## src/sia_pkg.sv

```systemverilog
// Shared constants, types, microcode and character mapping for the radix text converter.
`default_nettype none

package sia_pkg;

   localparam int VALUE_BITS = 32;
   localparam int MAX_DIGITS = 32;

   localparam int DIGIT_W = 6;
   localparam int CHAR_W  = 7;
   localparam int RADIX_W = 6;
   localparam int REM_W   = DIGIT_W + 1;
   localparam int COUNT_W = $clog2(MAX_DIGITS + 1);
   localparam int ADDR_W  = $clog2(MAX_DIGITS);

   // The divider retires this many quotient bits per cycle.
   localparam int DIV_STEP_BITS = 4;
   localparam int DIV_CYCLES    = (VALUE_BITS + DIV_STEP_BITS - 1) / DIV_STEP_BITS;
   localparam int DIV_W         = DIV_CYCLES * DIV_STEP_BITS;
   localparam int DIV_CNT_W     = (DIV_CYCLES > 1) ? $clog2(DIV_CYCLES) : 1;

   localparam logic [RADIX_W-1:0] RADIX_RESET = 6'd10;
   localparam logic [RADIX_W-1:0] RADIX_MIN   = 6'd2;
   localparam logic [RADIX_W-1:0] RADIX_MAX   = 6'd36;

   localparam logic [DIGIT_W-1:0] DECIMAL_LIMIT = 6'd10;
   localparam logic [CHAR_W-1:0]  CH_ZERO       = 7'h30;
   localparam logic [CHAR_W-1:0]  CH_NINE       = 7'h39;
   localparam logic [CHAR_W-1:0]  CH_LOWER_A    = 7'h61;
   localparam logic [CHAR_W-1:0]  CH_LOWER_Z    = 7'h7A;
   localparam logic [CHAR_W-1:0]  CH_MINUS      = 7'h2D;

   localparam int PC_W = 3;
   typedef logic [PC_W-1:0] pc_type;

   localparam pc_type PC_WAIT  = 3'd0;
   localparam pc_type PC_DIV   = 3'd1;
   localparam pc_type PC_STORE = 3'd2;
   localparam pc_type PC_SIGN  = 3'd3;
   localparam pc_type PC_READ  = 3'd4;
   localparam pc_type PC_EMIT  = 3'd5;
   localparam pc_type PC_END   = 3'd6;

   typedef enum logic [2:0] {
      COND_NEVER,
      COND_ALWAYS,
      COND_NO_REQ,
      COND_DIV_MORE,
      COND_MORE_DIGITS,
      COND_MORE_CHARS
   } cond_type;

   typedef struct packed {
      logic     req_ready;
      logic     div_step;
      logic     store_digit;
      logic     emit_sign;
      logic     rd_digit;
      logic     emit_digit;
      cond_type cond;
      pc_type   target;
   } uword_type;

   typedef struct packed {
      logic req_ready;
      logic div_step;
      logic store_digit;
      logic emit_sign;
      logic rd_digit;
      logic emit_digit;
   } ctrl_type;

   typedef struct packed {
      logic req_valid;
      logic div_more;
      logic more_digits;
      logic negative;
      logic more_chars;
      logic out_free;
   } status_type;

   // Control store: one word per step.
   function automatic uword_type microcode(input pc_type pc);
      uword_type w;
      w = '0;
      w.cond = COND_NEVER;
      w.target = PC_WAIT;
      case (pc)
         PC_WAIT: begin
            w.req_ready = 1'b1;
            w.cond = COND_NO_REQ;
            w.target = PC_WAIT;
         end
         PC_DIV: begin
            w.div_step = 1'b1;
            w.cond = COND_DIV_MORE;
            w.target = PC_DIV;
         end
         PC_STORE: begin
            w.store_digit = 1'b1;
            w.cond = COND_MORE_DIGITS;
            w.target = PC_DIV;
         end
         PC_SIGN: begin
            w.emit_sign = 1'b1;
         end
         PC_READ: begin
            w.rd_digit = 1'b1;
         end
         PC_EMIT: begin
            w.emit_digit = 1'b1;
            w.cond = COND_MORE_CHARS;
            w.target = PC_READ;
         end
         PC_END: begin
            w.cond = COND_ALWAYS;
            w.target = PC_WAIT;
         end
         default: begin
            w.cond = COND_ALWAYS;
            w.target = PC_WAIT;
         end
      endcase
      return w;
   endfunction

   function automatic logic [CHAR_W-1:0] char_of_digit(input logic [DIGIT_W-1:0] d);
      logic [CHAR_W-1:0] c;
      if (d < DECIMAL_LIMIT) begin
         c = CH_ZERO + {1'b0, d};
      end else begin
         c = CH_LOWER_A + {1'b0, d} - {1'b0, DECIMAL_LIMIT};
      end
      return c;
   endfunction

endpackage

`default_nettype wire

```

## src/sia_if.sv

```systemverilog
// Valid/ready channel interfaces for the request and response sides.
`default_nettype none

interface sia_req_if;
   logic                                  valid;
   logic                                  ready;
   logic signed [sia_pkg::VALUE_BITS-1:0] value;

   modport source (output valid, output value, input ready);
   modport sink (input valid, input value, output ready);
endinterface

interface sia_rsp_if;
   logic                          valid;
   logic                          ready;
   logic [sia_pkg::CHAR_W-1:0]    char_code;
   logic                          last_char;

   modport source (output valid, output char_code, output last_char, input ready);
   modport sink (input valid, input char_code, input last_char, output ready);
endinterface

`default_nettype wire

```

## src/sia_sequencer.sv

```systemverilog
// Microcode sequencer: step counter, control store lookup and conditional jumps.
`default_nettype none

module sia_sequencer (
   input  wire logic                clock,
   input  wire logic                reset,
   input  wire sia_pkg::status_type status,
   output sia_pkg::ctrl_type        ctrl
);

   sia_pkg::pc_type    pc_ff;
   sia_pkg::pc_type    pc_in;
   sia_pkg::uword_type uw;
   logic               stall;
   logic               jump;

   assign uw = sia_pkg::microcode(pc_ff);

   // An output step waits while the response register still holds an untaken beat.
   assign stall = !status.out_free &&
                  (uw.emit_digit || (uw.emit_sign && status.negative));

   always_comb begin
      case (uw.cond)
         sia_pkg::COND_NEVER:       jump = 1'b0;
         sia_pkg::COND_ALWAYS:      jump = 1'b1;
         sia_pkg::COND_NO_REQ:      jump = !status.req_valid;
         sia_pkg::COND_DIV_MORE:    jump = status.div_more;
         sia_pkg::COND_MORE_DIGITS: jump = status.more_digits;
         sia_pkg::COND_MORE_CHARS:  jump = status.more_chars;
         default:                   jump = 1'b1;
      endcase
   end

   always_comb begin
      if (stall) begin
         pc_in = pc_ff;
      end else if (jump) begin
         pc_in = uw.target;
      end else begin
         pc_in = pc_ff + 1'b1;
      end
   end

   always_ff @(posedge clock) begin
      if (reset) begin
         pc_ff <= sia_pkg::PC_WAIT;
      end else begin
         pc_ff <= pc_in;
      end
   end

   always_comb begin
      ctrl.req_ready   = uw.req_ready;
      ctrl.div_step    = uw.div_step;
      ctrl.store_digit = uw.store_digit;
      ctrl.emit_sign   = uw.emit_sign && status.negative && status.out_free;
      ctrl.rd_digit    = uw.rd_digit;
      ctrl.emit_digit  = uw.emit_digit && status.out_free;
   end

endmodule

`default_nettype wire

```

## src/sia_datapath.sv

```systemverilog
// Datapath: radix register, magnitude divider, digit store and response register.
`default_nettype none

module sia_datapath (
   input  wire logic                        clock,
   input  wire logic                        reset,
   sia_req_if.sink                          req_bus,
   sia_rsp_if.source                        rsp_bus,
   input  wire logic                        csr_we,
   input  wire logic [sia_pkg::RADIX_W-1:0] csr_wdata,
   input  wire sia_pkg::ctrl_type           ctrl,
   output sia_pkg::status_type              status
);

   logic [sia_pkg::RADIX_W-1:0]    radix_ff;
   logic [sia_pkg::RADIX_W-1:0]    base_ff;
   logic [sia_pkg::RADIX_W-1:0]    base_in;
   logic                           neg_ff;
   logic [sia_pkg::DIV_W-1:0]      mag_ff;
   logic [sia_pkg::DIV_W-1:0]      mag_in;
   logic [sia_pkg::DIGIT_W-1:0]    rem_ff;
   logic [sia_pkg::DIGIT_W-1:0]    rem_in;
   logic [sia_pkg::DIV_CNT_W-1:0]  div_cnt_ff;
   logic [sia_pkg::COUNT_W-1:0]    count_ff;
   logic [sia_pkg::COUNT_W-1:0]    count_dec;
   logic [sia_pkg::DIGIT_W-1:0]    digit_store [sia_pkg::MAX_DIGITS];
   logic [sia_pkg::DIGIT_W-1:0]    rd_digit_ff;
   logic                           rsp_valid_ff;
   logic [sia_pkg::CHAR_W-1:0]     rsp_char_ff;
   logic                           rsp_last_ff;
   logic [sia_pkg::VALUE_BITS-1:0] abs_value;
   logic                           load;
   logic                           out_free;
   logic                           div_last;

   assign load      = ctrl.req_ready && req_bus.valid;
   assign out_free  = !rsp_valid_ff || rsp_bus.ready;
   assign count_dec = count_ff - 1'b1;
   assign div_last  = div_cnt_ff == sia_pkg::DIV_CNT_W'(sia_pkg::DIV_CYCLES - 1);

   // Unsigned magnitude; the most negative value maps onto itself, which is exact.
   assign abs_value = req_bus.value[sia_pkg::VALUE_BITS-1] ?
                      (~$unsigned(req_bus.value) + 1'b1) : $unsigned(req_bus.value);

   always_comb begin
      if (radix_ff < sia_pkg::RADIX_MIN) begin
         base_in = sia_pkg::RADIX_MIN;
      end else if (radix_ff > sia_pkg::RADIX_MAX) begin
         base_in = sia_pkg::RADIX_MAX;
      end else begin
         base_in = radix_ff;
      end
   end

   // Restoring division, several quotient bits per cycle. The quotient shifts in
   // behind the dividend, so after the last cycle the register holds the quotient.
   always_comb begin
      logic [sia_pkg::REM_W-1:0] trial;
      rem_in = rem_ff;
      mag_in = mag_ff;
      for (int i = 0; i < sia_pkg::DIV_STEP_BITS; i++) begin
         trial  = {rem_in, mag_in[sia_pkg::DIV_W-1]};
         mag_in = {mag_in[sia_pkg::DIV_W-2:0], 1'b0};
         if (trial >= {1'b0, base_ff}) begin
            trial     = trial - {1'b0, base_ff};
            mag_in[0] = 1'b1;
         end
         rem_in = trial[sia_pkg::DIGIT_W-1:0];
      end
   end

   always_ff @(posedge clock) begin
      if (reset) begin
         radix_ff     <= sia_pkg::RADIX_RESET;
         neg_ff       <= 1'b0;
         mag_ff       <= '0;
         rem_ff       <= '0;
         div_cnt_ff   <= '0;
         count_ff     <= '0;
         rsp_valid_ff <= 1'b0;
      end else begin
         if (csr_we) begin
            radix_ff <= csr_wdata;
         end
         if (load) begin
            neg_ff     <= req_bus.value[sia_pkg::VALUE_BITS-1];
            mag_ff     <= sia_pkg::DIV_W'(abs_value);
            rem_ff     <= '0;
            div_cnt_ff <= '0;
            count_ff   <= '0;
         end
         if (ctrl.div_step) begin
            mag_ff     <= mag_in;
            rem_ff     <= rem_in;
            div_cnt_ff <= div_last ? '0 : div_cnt_ff + 1'b1;
         end
         if (ctrl.store_digit) begin
            count_ff <= count_ff + 1'b1;
            rem_ff   <= '0;
         end
         if (ctrl.rd_digit) begin
            count_ff <= count_dec;
         end
         if (ctrl.emit_sign || ctrl.emit_digit) begin
            rsp_valid_ff <= 1'b1;
         end else if (rsp_bus.ready) begin
            rsp_valid_ff <= 1'b0;
         end
      end
   end

   always_ff @(posedge clock) begin
      if (load) begin
         base_ff <= base_in;
      end
      if (ctrl.store_digit) begin
         digit_store[count_ff[sia_pkg::ADDR_W-1:0]] <= rem_ff;
      end
      if (ctrl.rd_digit) begin
         rd_digit_ff <= digit_store[count_dec[sia_pkg::ADDR_W-1:0]];
      end
      if (ctrl.emit_sign) begin
         rsp_char_ff <= sia_pkg::CH_MINUS;
         rsp_last_ff <= 1'b0;
      end else if (ctrl.emit_digit) begin
         rsp_char_ff <= sia_pkg::char_of_digit(rd_digit_ff);
         rsp_last_ff <= count_ff == '0;
      end
   end

   assign req_bus.ready     = ctrl.req_ready;
   assign rsp_bus.valid     = rsp_valid_ff;
   assign rsp_bus.char_code = rsp_char_ff;
   assign rsp_bus.last_char = rsp_last_ff;

   always_comb begin
      status.req_valid   = req_bus.valid;
      status.div_more    = !div_last;
      status.more_digits = (mag_ff != '0) &&
                           (count_ff < sia_pkg::COUNT_W'(sia_pkg::MAX_DIGITS - 1));
      status.negative    = neg_ff;
      status.more_chars  = count_ff != '0;
      status.out_free    = out_free;
   end

endmodule

`default_nettype wire

```

## src/signed_integer_to_radix_ascii.sv

```systemverilog
// Top level: signed integer to ASCII text in a configurable base.
//
//   channel   direction  payload                 beat means
//   req_bus   in         value (32b signed)      one integer to convert
//   rsp_bus   out        char_code, last_char    one character, most significant first
//   csr_      in         csr_wdata (6b radix)    write of the radix register
//
// Each digit takes a run of divider steps at 4 quotient bits each, plus a store step.
// Each character then takes a store read and an emit step, and the sign, the start and
// the finish have their own steps. There is one divider, shared by all the digits.
// Reset is synchronous and returns the radix to ten. A stalled response beat holds the
// sequencer at its output step; one integer is converted at a time.
`default_nettype none

module signed_integer_to_radix_ascii (
   input  wire logic                        clock,
   input  wire logic                        reset,
   sia_req_if.sink                          req_bus,
   sia_rsp_if.source                        rsp_bus,
   input  wire logic                        csr_we,
   input  wire logic [sia_pkg::RADIX_W-1:0] csr_wdata
);

   sia_pkg::ctrl_type   ctrl;
   sia_pkg::status_type status;

   sia_sequencer u_sequencer (
      .clock  (clock),
      .reset  (reset),
      .status (status),
      .ctrl   (ctrl)
   );

   sia_datapath u_datapath (
      .clock     (clock),
      .reset     (reset),
      .req_bus   (req_bus),
      .rsp_bus   (rsp_bus),
      .csr_we    (csr_we),
      .csr_wdata (csr_wdata),
      .ctrl      (ctrl),
      .status    (status)
   );

`ifndef NO_ASSERTIONS
   // Only one integer is in conversion at a time.
   a_one_item: assert property (@(posedge clock) disable iff (reset)
      req_bus.valid && req_bus.ready |=> !req_bus.ready)
      else $error("request taken while a conversion is still running");

   // Every character is a minus sign, a decimal digit or a lower-case letter.
   a_char_set: assert property (@(posedge clock) disable iff (reset)
      rsp_bus.valid |->
         (rsp_bus.char_code == sia_pkg::CH_MINUS) ||
         (rsp_bus.char_code >= sia_pkg::CH_ZERO && rsp_bus.char_code <= sia_pkg::CH_NINE) ||
         (rsp_bus.char_code >= sia_pkg::CH_LOWER_A &&
          rsp_bus.char_code <= sia_pkg::CH_LOWER_Z))
      else $error("response character outside the digit alphabet");

   // A response beat that is not taken stays offered and unchanged.
   a_rsp_hold: assert property (@(posedge clock) disable iff (reset)
      rsp_bus.valid && !rsp_bus.ready |=>
         rsp_bus.valid && $stable(rsp_bus.char_code) && $stable(rsp_bus.last_char))
      else $error("response beat changed while stalled");
`endif

endmodule

`default_nettype wire
```

## src/flat_wrapper.sv

```systemverilog
// flat-port wrapper written by rule: the top's interface ports become plain ports
module signed_integer_to_radix_ascii_flat 
  (clock, reset, csr_we, csr_wdata, req_bus_valid, req_bus_value, req_bus_ready, rsp_bus_valid, rsp_bus_char_code, rsp_bus_last_char, rsp_bus_ready);
  sia_req_if req_bus_i ();
  sia_rsp_if rsp_bus_i ();
  input  wire logic clock;
  input  wire logic reset;
  input  wire logic csr_we;
  input  wire logic [sia_pkg::RADIX_W-1:0] csr_wdata;
  input wire logic [$bits(req_bus_i.valid)-1:0] req_bus_valid;
  input wire logic [$bits(req_bus_i.value)-1:0] req_bus_value;
  output wire logic [$bits(req_bus_i.ready)-1:0] req_bus_ready;
  output wire logic [$bits(rsp_bus_i.valid)-1:0] rsp_bus_valid;
  output wire logic [$bits(rsp_bus_i.char_code)-1:0] rsp_bus_char_code;
  output wire logic [$bits(rsp_bus_i.last_char)-1:0] rsp_bus_last_char;
  input wire logic [$bits(rsp_bus_i.ready)-1:0] rsp_bus_ready;
  assign req_bus_i.valid = req_bus_valid;
  assign req_bus_i.value = req_bus_value;
  assign req_bus_ready = req_bus_i.ready;
  assign rsp_bus_valid = rsp_bus_i.valid;
  assign rsp_bus_char_code = rsp_bus_i.char_code;
  assign rsp_bus_last_char = rsp_bus_i.last_char;
  assign rsp_bus_i.ready = rsp_bus_ready;
  signed_integer_to_radix_ascii u_core (.clock(clock), .reset(reset), .req_bus(req_bus_i), .rsp_bus(rsp_bus_i), .csr_we(csr_we), .csr_wdata(csr_wdata));
endmodule
```

## config.mk

```make
export PLATFORM = sky130hd
export DESIGN_NAME = signed_integer_to_radix_ascii_flat
export DESIGN_NICKNAME = d
export VERILOG_FILES = /design/src/sia_pkg.sv /design/src/sia_if.sv /design/src/sia_sequencer.sv /design/src/sia_datapath.sv /design/src/signed_integer_to_radix_ascii.sv /design/src/flat_wrapper.sv
export SDC_FILE = /design/constraint.sdc
export NUM_CORES = 1
export LEC_CHECK = 0
export ABC_AREA = 1
export BUFFER_PORTS_ARGS = -buffer_cell sky130_fd_sc_hd__buf_2
export CAP_MARGIN = 0
export CORE_MARGIN = 5
export CORE_UTILIZATION = 45
export DETAILED_ROUTE_END_ITERATION = 10
export HOLD_SLACK_MARGIN = 0.15
export PLACE_DENSITY_LB_ADDON = 0.3
export SLEW_MARGIN = 20
export SYNTH_ARGS = -nofsm -noshare
export SYNTH_HDL_FRONTEND = slang
export SYNTH_SLANG_ARGS = --single-unit
export TNS_END_PERCENT = 1
```

## constraint.sdc

```tcl
create_clock -name clock -period 6 [get_ports clock]
set_input_delay 0.9 -clock clock [delete_from_list [all_inputs] [get_ports clock]]
set_output_delay 0.9 -clock clock [all_outputs]
set_load 0.05 [all_outputs]
```

# Word level (Yosys, flattened, before mapping)
# Memories as Yosys holds them, arrays and structs flattened. A register that Yosys moved wholly into a read port is not among the register bits.
# Cells that the tools add are included.
[classes] n_lt_le_gt_ge=8 reduce_logical=24 mul=0 div=0 addsub=12 n_mux=33 n_eq_ne=10 bitwise_logic=1 shift=0
[op_table] operator="$mux 32" n=3
[op_table] operator="$mux 6" n=9
[op_table] operator="$add 32x1->32 const B" n=1
[op_table] operator="$not 32->32" n=1
[op_table] operator="$reduce_bool 32->1" n=1
[op_table] operator="$pmux 6 s5" n=1
[op_table] operator="$ge 7x6->1" n=4
[op_table] operator="$sub 6x6->6" n=4
[op_table] operator="$eq 3x3->1 const B" n=5
[op_table] operator="$mux 1" n=14
[op_table] operator="$eq 3x2->1 const B" n=4
[op_table] operator="$mux 3" n=4
[op_table] operator="$add 6x6->7 const A" n=1
[op_table] operator="$add 7x6->7 const A" n=1
[op_table] operator="$mux 7" n=1
[op_table] operator="$sub 7x4->7 const B" n=1
[op_table] operator="$add 3x1->3 const B" n=2
[op_table] operator="$add 6x1->6 const B" n=1
[op_table] operator="$gt 6x6->1 const B" n=1
[op_table] operator="$logic_and 1x1->1" n=6
[op_table] operator="$logic_not 3->1" n=2
[op_table] operator="$logic_not 6->1" n=1
[op_table] operator="$lt 6x2->1 const B" n=1
[op_table] operator="$lt 6x4->1 const B" n=1
[op_table] operator="other kinds (10)" n=18
[totals] mem_count=1 in_bits=43 reg_bits=72 output_inout_bits=10 latchBits=0 ramBits=192 rom_bits=0 word_cells=101
[memory_table] memory="u_core.u_datapath.digit_store" words=32 width=6 rd=1 rd_clocked_by_memory_dff=1 write_ports=1 line="sia_datapath.sv:26" text="logic [sia_pkg::DIGIT_W-1:0] digit_store [sia_pkg::MAX_DIGITS];"

# Logic depth before layout (Yosys ltp)
[logic_depth] depth_word=9 depth_mapped=43 ltp_nobuf=43

# Modules after synthesis
# Synthesis repeated with hierarchy kept, for this count alone.
[hier_totals] cells_unflattened=1427 hier_area_um2=13584.3
[by_module_without_submodules] mod="sia_datapath" area_each_um2=13138.9 cells_per_inst=1353 instances=1 seq_area_each_um2=7387.1
[by_module_without_submodules] mod="sia_sequencer" area_each_um2=445.4 cells_per_inst=74 instances=1 seq_area_each_um2=60.1

# Least setup slack after synthesis
# No wires, ideal clock.
[synth_path] path_kind="register -> register" startpoint="reg u_core.u_datapath.rem_ff[3] in the netlist's numbering" endpoint="reg u_core.u_datapath.rem_ff[2] in the netlist's numbering" synth_period_minus_slack_ps=6017 n_path_buf=0 required_ps=5930 arrival_time_ps=5947 setup_time_ps=70 path_slack_ps=-17 path_stages_with_launch=39 cell_sequence="dfxtp_1 -> ha_1 -> nand2_1 -> nand2_1 -> a21oi_4 -> nand3_4 -> nand2_1 -> nand2_1 -> ha_1 -> nand2_1 -> nor2_1 -> a31oi_1 -> inv_1 -> nor2_8 -> nand4_1 -> nand2_1 -> inv_1 -> ha_1 -> (+3 left out) -> o21ai_1 -> inv_1 -> nand3_4 -> nand2_1 -> nand2_1 -> inv_1 -> ha_1 -> a21oi_1 -> o21ai_1 -> nand2_1 -> nand2_1 -> a21oi_1 -> nor2_1 -> a211oi_4 -> nand3_4 -> nand2_1 -> nand3_1 -> a21oi_1"
[synth_via] elab_chain_len=9 word_cells_on_any_way=13 cone_classes="add/sub (4); order compare (4); mux (5)"
[synth_lines] item="start: declaration" line="sia_datapath.sv:21" text="logic [sia_pkg::DIGIT_W-1:0] rem_ff;"
[synth_lines] item="start signal: assignment" line="sia_datapath.sv:94" text="rem_ff <= rem_in;"
[synth_lines] item="$sub 6x6->6 / $ge 7x6->1 (equally long branches)" line="sia_datapath.sv:65, sia_datapath.sv:64"
[synth_lines] item="$mux 6 (*)" line="sia_datapath.sv:64" text="if (trial >= {1'b0, base_ff}) begin"
[synth_lines] item="$sub 6x6->6 / $ge 7x6->1 (equally long branches)" line="sia_datapath.sv:65, sia_datapath.sv:64"
[synth_lines] item="$mux 6 (*)" line="sia_datapath.sv:64"
[synth_lines] item="$ge 7x6->1 / $sub 6x6->6 (equally long branches)" line="sia_datapath.sv:64, sia_datapath.sv:65"
[synth_lines] item="$mux 6 (*)" line="sia_datapath.sv:64"
[synth_lines] item="$sub 6x6->6 / $ge 7x6->1 (equally long branches)" line="sia_datapath.sv:65, sia_datapath.sv:64"
[synth_lines] item="$mux 6 (*)" line="sia_datapath.sv:64"
[synth_lines] item="$mux 6 (*)" line="sia_datapath.sv:92" text="if (ctrl.div_step) begin"
# Every way passes the cells marked *; elsewhere a longest branch is shown, timed or not.
# A chain may end at the register's enable or synchronous reset.

# Worst setup path after layout
[layout_path] startpoint="reg u_core.u_datapath.base_ff[3] in the netlist's numbering" endpoint="reg u_core.u_datapath.rem_ff[1] in the netlist's numbering"
[layout_via] elab_chain_len=9 word_cells_on_any_way=13 cone_classes="add/sub (4); order compare (4); mux (5)"
[layout_lines] item="start: declaration" line="sia_datapath.sv:16" text="logic [sia_pkg::RADIX_W-1:0] base_ff;"
[layout_lines] item="start signal: assignment" line="sia_datapath.sv:114" text="base_ff <= base_in;"
[layout_lines] item="$sub 6x6->6 / $ge 7x6->1 (equally long branches)" line="sia_datapath.sv:65, sia_datapath.sv:64"
[layout_lines] item="$mux 6" line="sia_datapath.sv:64"
[layout_lines] item="$sub 6x6->6 / $ge 7x6->1 (equally long branches)" line="sia_datapath.sv:65, sia_datapath.sv:64"
[layout_lines] item="$mux 6" line="sia_datapath.sv:64"
[layout_lines] item="$ge 7x6->1 / $sub 6x6->6 (equally long branches)" line="sia_datapath.sv:64, sia_datapath.sv:65"
[layout_lines] item="$mux 6" line="sia_datapath.sv:64"
[layout_lines] item="$sub 6x6->6 / $ge 7x6->1 (equally long branches)" line="sia_datapath.sv:65, sia_datapath.sv:64"
[layout_lines] item="$mux 6 (*)" line="sia_datapath.sv:64"
[layout_lines] item="$mux 6 (*)" line="sia_datapath.sv:92"
# Marks and branches as above.

==> summary.md <==
| Metric | Value |
|---|---|
| Outcome | `completed` |
| Ant diodes | `0` |
| Die height | `184 um` |
| Max Slew Vio Count | `0` |
| Grt total ovfl | `0` |
| Initial DRC count | `934` |
| Hold Path Stages | `2` |
| CTS Sinks | `270` |
| Crit-path max FO | `8` |
| Top Metal Used | `met4` |
| I/O pin total | `53` |
| FFs w/ async S/R, synth | `0` |
| First-pass GRT wire length | `53.9 mm` |
| Clock Path Buffers | `3` |
| Die width | `184 um` |
| CTS tree | `built` |
| Max-Cap Viols | `0` |
| Final hold violations | `0` |
| Pre-CTS setup slack | `-0.0456 ns` |
| Fin crit share | `0.939` |
| Fmax | `0.177 GHz` |
| Syn avg cell area | `9.57 um^2` |
| # setup viols final | `0` |
| H-tree Lvls | `1` |
| Synth-to-Final Area Change | `13.5%` |
| PwrDens | `626 mW/mm^2` |
| Static Leak | `5.80 nW` |
| Post-synth EDFFs | `204` |
| YS warnings | `0` |
| Met1 WL | `14.6 mm` |
| Vias in the first global route | `10369` |
| #FFs+latches synth | `270` |
| Initial Util | `0.457` |
| Routed wire length | `33.7 mm` |
| Largest net degree at the start of global routing | `80` |
| First-pass DRT Iterations | `5` |
| Worst Max-Slew Pin Slew | `0.898 ns` |
| Final min period | `5.63 ns` |
| Worst Setup SP | `u_core.u_datapath.base_ff[3]` |
| Clock-pin slew on the worst setup and hold paths | `0.06 ns` |
| DR vias | `10607` |
| Wire per inst | `17.8 um` |
| Net Count, Synth | `1505` |
| CTS Root Cell | `clkbuf_16` |
| Share of post-route cells with drive strength above 1 | `0.130` |
| Post-DP Area | `0.0143 mm^2` |
| Detailed Place HPWL | `22.2 mm` |
| GP Congestion | `0.904` |
| Final Worst Setup Slack | `0.366 ns` |
| Die area | `0.0337 mm^2` |
| Crit-path slowest cell | `ha_2` |
| Final net count | `1566` |
| Cells after Synth | `1418` |
| Critical path startpoint category | `flop` |
| Clk_skew | `0.0133 ns` |
| Worst VDD drop | `0.000457 V` |
| FF-to-FF path depth | `39` |
| Ys flop type | `edfxtp_1` |
| Register area share after synthesis | `0.549` |
| Initial antenna violation count | `0` |
| Hold WC Path Type | `flop to flop` |
| Power consumption | `0.00964 W` |
| CTS Buf Count | `29` |
| Total track usage | `0.195` |
| Core area | `0.0297 mm^2` |
| Critical path type | `flop to flop` |
| Vias/cell | `5.61` |
| CP most frequent cell | `nand2_1` |
| Synth cell types | `52` |
| Final instance area | `0.0154 mm^2` |
| Critical Path Sink Type | `flop` |
| Port Buffers | `52` |
| DR DRC count | `0` |
| CP peak stage delay | `0.37 ns` |
| Relative slew slack | `0.397` |
| Worst endpoint required time | `6.46 ns` |
| Critical path arrival | `6.09 ns` |
| Hold_sp | `u_core.u_datapath.rsp_bus.char_code[5]` |
| Post-Syn Area | `0.0136 mm^2` |
| Skew-Pair Late Insertion Delay | `0.54 ns` |
| Routed length on met2 | `16.9 mm` |
| Detail Route Antenna Nets | `0` |
| Num rows | `63` |
| Reg2reg start | `u_core.u_datapath.base_ff[3]` |
| Wire length on met3 | `1.49 mm` |
[sequential cells by signal (all words and copies together), names as in the netlist]
register	flops
u_core.u_datapath.base_ff	6
u_core.u_datapath.count_ff	6
u_core.u_datapath.digit_store	192
u_core.u_datapath.div_cnt_ff	3
u_core.u_datapath.mag_ff	32
u_core.u_datapath.neg_ff	1
u_core.u_datapath.radix_ff	6
u_core.u_datapath.rd_digit_ff	6
u_core.u_datapath.rem_ff	6
u_core.u_datapath.rsp_bus.char_code	7
u_core.u_datapath.rsp_bus.last_char	1
u_core.u_datapath.rsp_bus.valid	1
u_core.u_sequencer.pc_ff	3
[where the power goes]
part           switching, W  internal (W)  leakage [nW]
Clock              0.000709      0.000936         0.432
Combinational       0.00351       0.00203          2.94
Sequential         0.000192       0.00226          2.43
[worst max-delay path: cells and delay by family, from the launching register on]
family | cells | cell delay, ns
adder cells (fa/ha/maj) | 4 | 1.37
AND/OR/NAND/NOR | 22 | 2.17
AO/OA/AOI/OAI | 8 | 1.29
buffers and inverters | 5 | 0.37
flip-flops | 1 | 0.33
[through the flow]
stage                     utilization  TNS (ns)  hold WS [ns]  std cells
after global placement          0.481         0         0.447       1830
after CTS                       0.512         0         0.477       1887
after detailed placement        0.481    -0.171         0.458       1830
after global routing            0.518   -0.0793         0.497       1892
after floorplan                     -         0         0.429       1418
final                           0.518         0         0.468       1892
[logic make-up (layout without fill, tap and decap cells)]
logic type      Yosys count  count (layout)  share of synthesized area
buf+inv                 193             277                     0.0557
fa+ha+maj                44              44                     0.0428
compound gates          310             310                      0.142
xor+xnor                 22              22                     0.0142
simple gates            560             560                      0.182
flops                   270             270                      0.549
mux                      19              19                     0.0140
[routing by layer]
metal | track usage | vias up
met5 | 0 | -
met4 | 0.0456 | 0
met3 | 0.0231 | 57
met2 | 0.337 | 278
met1 | 0.264 | 5139
li1 | - | 5133
[cell usage in the layout (no fill, tap or decap), types with 5 or more instances in the layout]
master,Yosys,final
buf_4,0,39
o21ai_0,112,111
a31oi_1,35,34
dfxtp_1,66,63
o221ai_1,20,20
buf_2,1,52
or2_2,5,5
clkbuf_1,51,6
nand2_1,208,206
ha_4,0,6
xor2_1,18,18
inv_2,1,8
edfxtp_1,204,204
o211ai_1,20,20
a21oi_1,62,59
ha_2,0,5
inv_1,128,122
clkinv_1,2,11
nand4_1,20,20
o32ai_1,29,29
nor2_1,216,213
nor4_1,11,11
clkbuf_16,0,30
ha_1,40,29
mux2i_1,19,19
nand3_4,6,6
nand3_1,64,63
nand2_2,6,6
nor3_1,11,10
nor3_2,4,5
[cell type report]
type | count | area (um^2)
timing repair buffer | 92 | 564
clock buffer | 38 | 801
tap | 390 | 488
clock inverter | 16 | 78.8
multi-input combinational | 955 | 5530
sequential | 270 | 7450
fill | 2680 | 14300
inverter | 131 | 492
[what timing repair did]
item                                    CTS  global route
hold buffers                              0             0
pin swaps                                 3            18
cloned                                    0             0
setup buffers                             3             5
endpoints found under the setup margin    7             7
gates resized for setup                   2            33
[path summary, 6_finish.rpt]
| kind | end | slack, ns |
|---|---|---|
| setup / recovery | u_core.u_datapath.rem_ff[1] | 0.37 |
| hold reg to reg | u_core.u_datapath.rsp_bus.char_code[5] | 0.47 |
| hold / removal | u_core.u_datapath.rsp_bus.char_code[5] | 0.47 |
| setup reg to reg | u_core.u_datapath.rem_ff[1] | 0.37 |
[cells in the mapped netlist, types with 5 or more instances]
cell type | count | area (um^2)
a21oi_1 | 62 | 310
a31oi_1 | 35 | 219
buf_1 | 7 | 26.3
clkbuf_1 | 51 | 191
dfxtp_1 | 66 | 1320
edfxtp_1 | 204 | 6130
ha_1 | 40 | 500
inv_1 | 128 | 480
mux2i_1 | 19 | 190
nand2_1 | 208 | 781
nand2_2 | 6 | 37.5
nand3_1 | 64 | 320
nand3_4 | 6 | 105
nand4_1 | 20 | 125
nor2_1 | 216 | 811
nor3_1 | 11 | 55.1
nor4_1 | 11 | 68.8
o211ai_1 | 20 | 150
o21ai_0 | 112 | 561
o21ai_1 | 5 | 25.0
o221ai_1 | 20 | 175
o32ai_1 | 29 | 254
or2_2 | 5 | 31.3
xor2_1 | 18 | 158
(Power assumes the default switching activity.)
